File: config.mk
export PLATFORM = sky130hd
export DESIGN_NAME = bsc_queue
export DESIGN_NICKNAME = d
export VERILOG_FILES = /design/src/rtl/core/bsc_pkg.sv /design/src/rtl/core/bsc_queue.sv
export SDC_FILE = /design/constraint.sdc
export NUM_CORES = 1
export LEC_CHECK = 0
export ABC_AREA = 1
export BUFFER_PORTS_ARGS = -buffer_cell sky130_fd_sc_hd__buf_2
export CAP_MARGIN = 20
export CORE_MARGIN = 2
export CORE_UTILIZATION = 52
export DETAILED_ROUTE_END_ITERATION = 8
export GPL_TIMING_DRIVEN = 1
export PLACE_DENSITY = 0.84
export SYNTH_ARGS = -nofsm -noshare
export SYNTH_HDL_FRONTEND = slang
export SYNTH_SLANG_ARGS = --single-unit
File: constraint.sdc
create_clock -name i_clk -period 4 [get_ports i_clk]
set_clock_uncertainty 0.1 [all_clocks]
set_input_delay 0.2 -clock i_clk [delete_from_list [all_inputs] [get_ports i_clk]]
set_output_delay 0.2 -clock i_clk [all_outputs]
set_load 0.05 [all_outputs]
File: src/rtl/core/bsc_pkg.sv
package bsc_pkg;

    // word queue between front and back
    localparam int QDEPTH = 4;

    // divider: quotient bits retired per pipeline stage
    localparam int QBITS     = 2;
    localparam int DIV_W     = 64;
    localparam int DIV_STEPS = DIV_W / QBITS;

    localparam logic [20:0]        P_BASE  = 21'd1048576;
    localparam logic signed [24:0] T_OFS   = 25'sd128000;
    localparam logic [11:0]        P_SCALE = 12'd3125;
    localparam logic [63:0]        DEN_BIAS = 64'h0000_8000_0000_0000;  // 2^47
    localparam int                 DEN_SHIFT = 33;
    localparam int                 P4_SHIFT  = 35;

    typedef enum logic [1:0] {
        CFG_TEMP  = 2'd0,
        CFG_PLOW  = 2'd1,
        CFG_PMID  = 2'd2,
        CFG_PHIGH = 2'd3
    } t_cfg_idx;

    typedef struct packed {
        logic [15:0]        t1;
        logic signed [15:0] t2;
        logic signed [15:0] t3;
        logic [15:0]        p1;
        logic signed [15:0] p2;
        logic signed [15:0] p3;
        logic signed [15:0] p4;
        logic signed [15:0] p5;
        logic signed [15:0] p6;
        logic signed [15:0] p7;
        logic signed [15:0] p8;
        logic signed [15:0] p9;
    } t_cal;

    // one word handed from front to back
    typedef struct packed {
        logic signed [23:0] fine;
        logic signed [18:0] centi;
        logic [63:0]        num;
        logic signed [30:0] den;
    } t_job;

    typedef struct packed {
        logic push;
        logic space;
    } t_qctl;

endpackage

File: src/rtl/core/bsc_queue.sv
module bsc_queue #(
    parameter int DEPTH = bsc_pkg::QDEPTH
) (
    input  logic           i_clk,
    input  logic           i_rst_n,
    input  bsc_pkg::t_qctl i_ctl,
    input  bsc_pkg::t_job  i_job,
    output logic           o_space,
    output logic           o_valid,
    input  logic           i_pop,
    output bsc_pkg::t_job  o_job
);

    localparam int IW = $clog2(DEPTH);
    localparam int CW = $clog2(DEPTH + 1);

    bsc_pkg::t_job r_mem [DEPTH];
    logic [IW-1:0] r_wp, r_rp;
    logic [CW-1:0] r_cnt;
    logic          pop;

    assign o_space = (r_cnt != CW'(DEPTH));
    assign o_valid = (r_cnt != '0);
    assign pop     = i_pop && o_valid;
    assign o_job   = r_mem[r_rp];

    always_ff @(posedge i_clk) begin
        if (!i_rst_n) begin
            r_wp  <= '0;
            r_rp  <= '0;
            r_cnt <= '0;
        end else begin
            if (i_ctl.push) begin
                r_wp <= (r_wp == IW'(DEPTH - 1)) ? '0 : r_wp + 1'b1;
            end
            if (pop) begin
                r_rp <= (r_rp == IW'(DEPTH - 1)) ? '0 : r_rp + 1'b1;
            end
            if (i_ctl.push && !pop) begin
                r_cnt <= r_cnt + 1'b1;
            end else if (pop && !i_ctl.push) begin
                r_cnt <= r_cnt - 1'b1;
            end
        end
    end

    always_ff @(posedge i_clk) begin
        if (i_ctl.push) begin
            r_mem[r_wp] <= i_job;
        end
    end

    a_cnt_bound: assert property (@(posedge i_clk) disable iff (!i_rst_n)
        r_cnt <= CW'(DEPTH))
        else $error("queue count overflow");
    a_no_push_full: assert property (@(posedge i_clk) disable iff (!i_rst_n)
        i_ctl.push |-> i_ctl.space)
        else $error("push into full queue");
    a_ptr_gap: assert property (@(posedge i_clk) disable iff (!i_rst_n)
        (r_cnt == '0) |-> (r_wp == r_rp))
        else $error("pointers disagree with empty count");

endmodule

==> impl_metrics.tcl <==
set metrics [dict create \
    crit_type "flop to output port" \
    cts_root_buffer "clkbuf_16" \
    synth-edff-count 552 \
    clkLatencyLatePin_ps 580 \
    dpl_cell_area_um2 22700 \
    grt_overflow 0 \
    crit_buf_inv 2 \
    ir_drop_uv 594 \
    io_buffers 281 \
    synth_warnings 0 \
    fin_crit_ps 3460 \
    netSwitchingFraction_pct 40.1 \
    timing.critical_path.max_delay_family "buffers and inverters" \
    maxSlewViolCount 103 \
    place.gp.congestion 0.740 \
    dp_hpwl_um 24100 \
    ys_async_sr_fraction_pct 0 \
    ios 283 \
    tns_ps 0 \
    synth_common_cells "edfxtp_1 (552), nor2_1 (286), o21ai_0 (174)" \
    synth.distinct_cells 22 \
    final_area_um2 25800 \
    grt_pass1_vias 13800 \
    rows 73 \
    grt_pass1_wl_um 74700 \
    clock-sinks 561 \
    synth_area_leaders "edfxtp_1 (80%), nor2_1 (5.2%), o21ai_0 (4.2%)" \
    setup_slack_ps 538 \
    ant_nets 0 \
    min_period_over_period_pct 86.6 \
    grt_max_degree 271 \
    cts_tree "yes" \
    cp-end-kind "output port" \
    p_comb_share_pct 35.8 \
    max_freq_ghz 0.289 \
    drive_gt1_share_pct 20.7 \
    viasPerCell 5.74 \
    cts_buffers 53 \
    p_seq_share_pct 37.5 \
    maxCapViolCount 0 \
    grt_use_met1_pct 28.2 \
    p_leak_nw 9.08 \
    drt-pass1-iter-count 5 \
    synthesis.nets 1548 \
    post_cts_buffers 0 \
    chipHeight_um 204 \
    cp_slowest_cell "buf_12" \
    finalPower_mw 18.2 \
    register_area_um2 16800 \
    syn_to_final_growth_pct 23.7 \
    path_clk_slew_ps 70 \
    syn_area_um2 20800 \
    clkPwrFrac_pct 26.7 \
    path_cells "buf_12, o21ai_0, o22ai_1, buf_2" \
    ctsHoldBuffers 141 \
    utilization_pct 65.0 \
    routedWlPerCell_um 20.9 \
    fillers 2553 \
    rsz0062_at_grt "no" \
    syn_avg_cell_area_um2 14.9 \
    synth_ff_type "edfxtp_1" \
    status "finished with violations" \
    ys_ff_latch 561 \
    internal-power_mw 10.9 \
    die_area_um2 41700 \
    final_nets 1954 \
    relSlewSlack_pct -7.11 \
    hold_class "input port to flop" \
    multi_input_area_um2 3520 \
    yosys.area.top_type "edfxtp_1" \
    yosysSeqAreaShare_pct 80.4 \
    drt_iter0_drc 1147 \
    initial_core_util_pct 52.6 \
    drc 0 \
    setup_violations 0 \
    cts_max_level 2 \
    path_max_fanout 270 \
    synth_top_cell_area_share_pct 79.5 \
    cts_buffer_depth 3 \
    worst_setup_path_start_kind "flop" \
    hold_viol_final 0 \
    arrival_ps 3160 \
    violations "slew limit" \
    grt_use_met3_pct 6.58 \
    yosysMostFrequentCell "edfxtp_1" \
    grt_use_met2_pct 40.6 \
    cp.required_ps 3700 \
    grt_busiest_layer "met2" \
    coreArea_um2 39600 \
    switchingPower_mw 7.31 \
    syn_inst 1398 \
    vias 13600 \
    routed_wl_um 49700 \
    powerDensity_nw_per_um2 707 \
    worstMarginPinSlew_ps 1610 \
    cts_resized 0 \
    dp_slack_ps 1620 \
    antenna_found_initial 2 \
    die_x_um 204 \
    track_usage_pct 23.4 \
    max_stage_delay_ps 510 \
]
[metal layers]
| layer | routed length [um] | vias up |
|---|---|---|
| li1 | - | 6106 |
| met1 | 18200 | 6677 |
| met2 | 25300 | 717 |
| met3 | 4800 | 122 |
| met4 | 1410 | 2 |
| met5 | 13 | - |
[final cells by class]
cell class / instances / share of cell area [%]
Antenna cell: 1 / 0.00971
Clock buffer: 64 / 5.47
Clock inverter: 33 / 1.05
Inverter: 16 / 0.349
Multi-Input combinational cell: 731 / 13.7
Sequential cell: 561 / 65.0
Tap cell: 525 / 2.55
Timing Repair Buffer: 441 / 11.9
[final timing paths]
check                 start             to  slack, ps  depth (start not counted)
setup reg to reg    r_wp[0]  r_mem[3][106]       1850                          4
setup / recovery       flop       o_job[4]        540                          4
hold reg to reg     r_rp[1]           flop        430                          2
hold / removal    i_job[67]   r_mem[1][67]        260                          2
[power by group through the flow]
| stage | combinational, mW | sequential (mW) | clock (mW) |
|---|---|---|---|
| after floorplan | 4.78 | 6.96 | 0 |
| after global placement | 6.15 | 6.94 | 0 |
| after detailed placement | 6.27 | 6.96 | 0 |
| final | 6.52 | 6.84 | 4.87 |
| after CTS | 6.43 | 6.84 | 4.88 |
| after global routing | 6.85 | 6.86 | 5.15 |
[cells in the final DEF, fill, tap and decap left out, types with 7 or more instances in the layout]
cell	n
dlygate4sd3_1	141
dfxtp_1	7
o21ai_0	174
o22ai_1	138
clkinv_2	10
nor2_1	286
o21ai_1	104
edfxtp_1	552
clkbuf_16	55
buf_12	8
inv_1	10
clkbuf_1	9
buf_2	281
nand2_1	14
clkinv_1	13
buf_4	11
[cell families (layout without fill, tap and decap cells)]
kind of cell,after synthesis,count (layout),share of synthesized area (%)
DFF,561,561,80.4
AOI/OAI and AO/OA,419,419,10.9
and+or+nand+nor,304,304,5.52
buffers and inverters,106,554,2.69
adders and majority gates,7,7,0.456
xor gates and xnor gates,1,1,0.0420
other,0,1,0
[state kept, by name (all words and copies together) (netlist names), named ones only]
| signal | flops |
|---|---|
| r_mem | 552 |
| r_cnt | 3 |
| r_rp | 2 |
| r_wp | 2 |
[per-stage QoR]
step	std cells	hold WS [ps]
3_3_place_gp	2133	308
2_1_floorplan	1398	199
3_5_place_dp	2133	315
6_report	2372	259
5_1_grt	2372	231
4_1_cts	2371	218
Note: power is estimated with default switching activity, not from simulation.
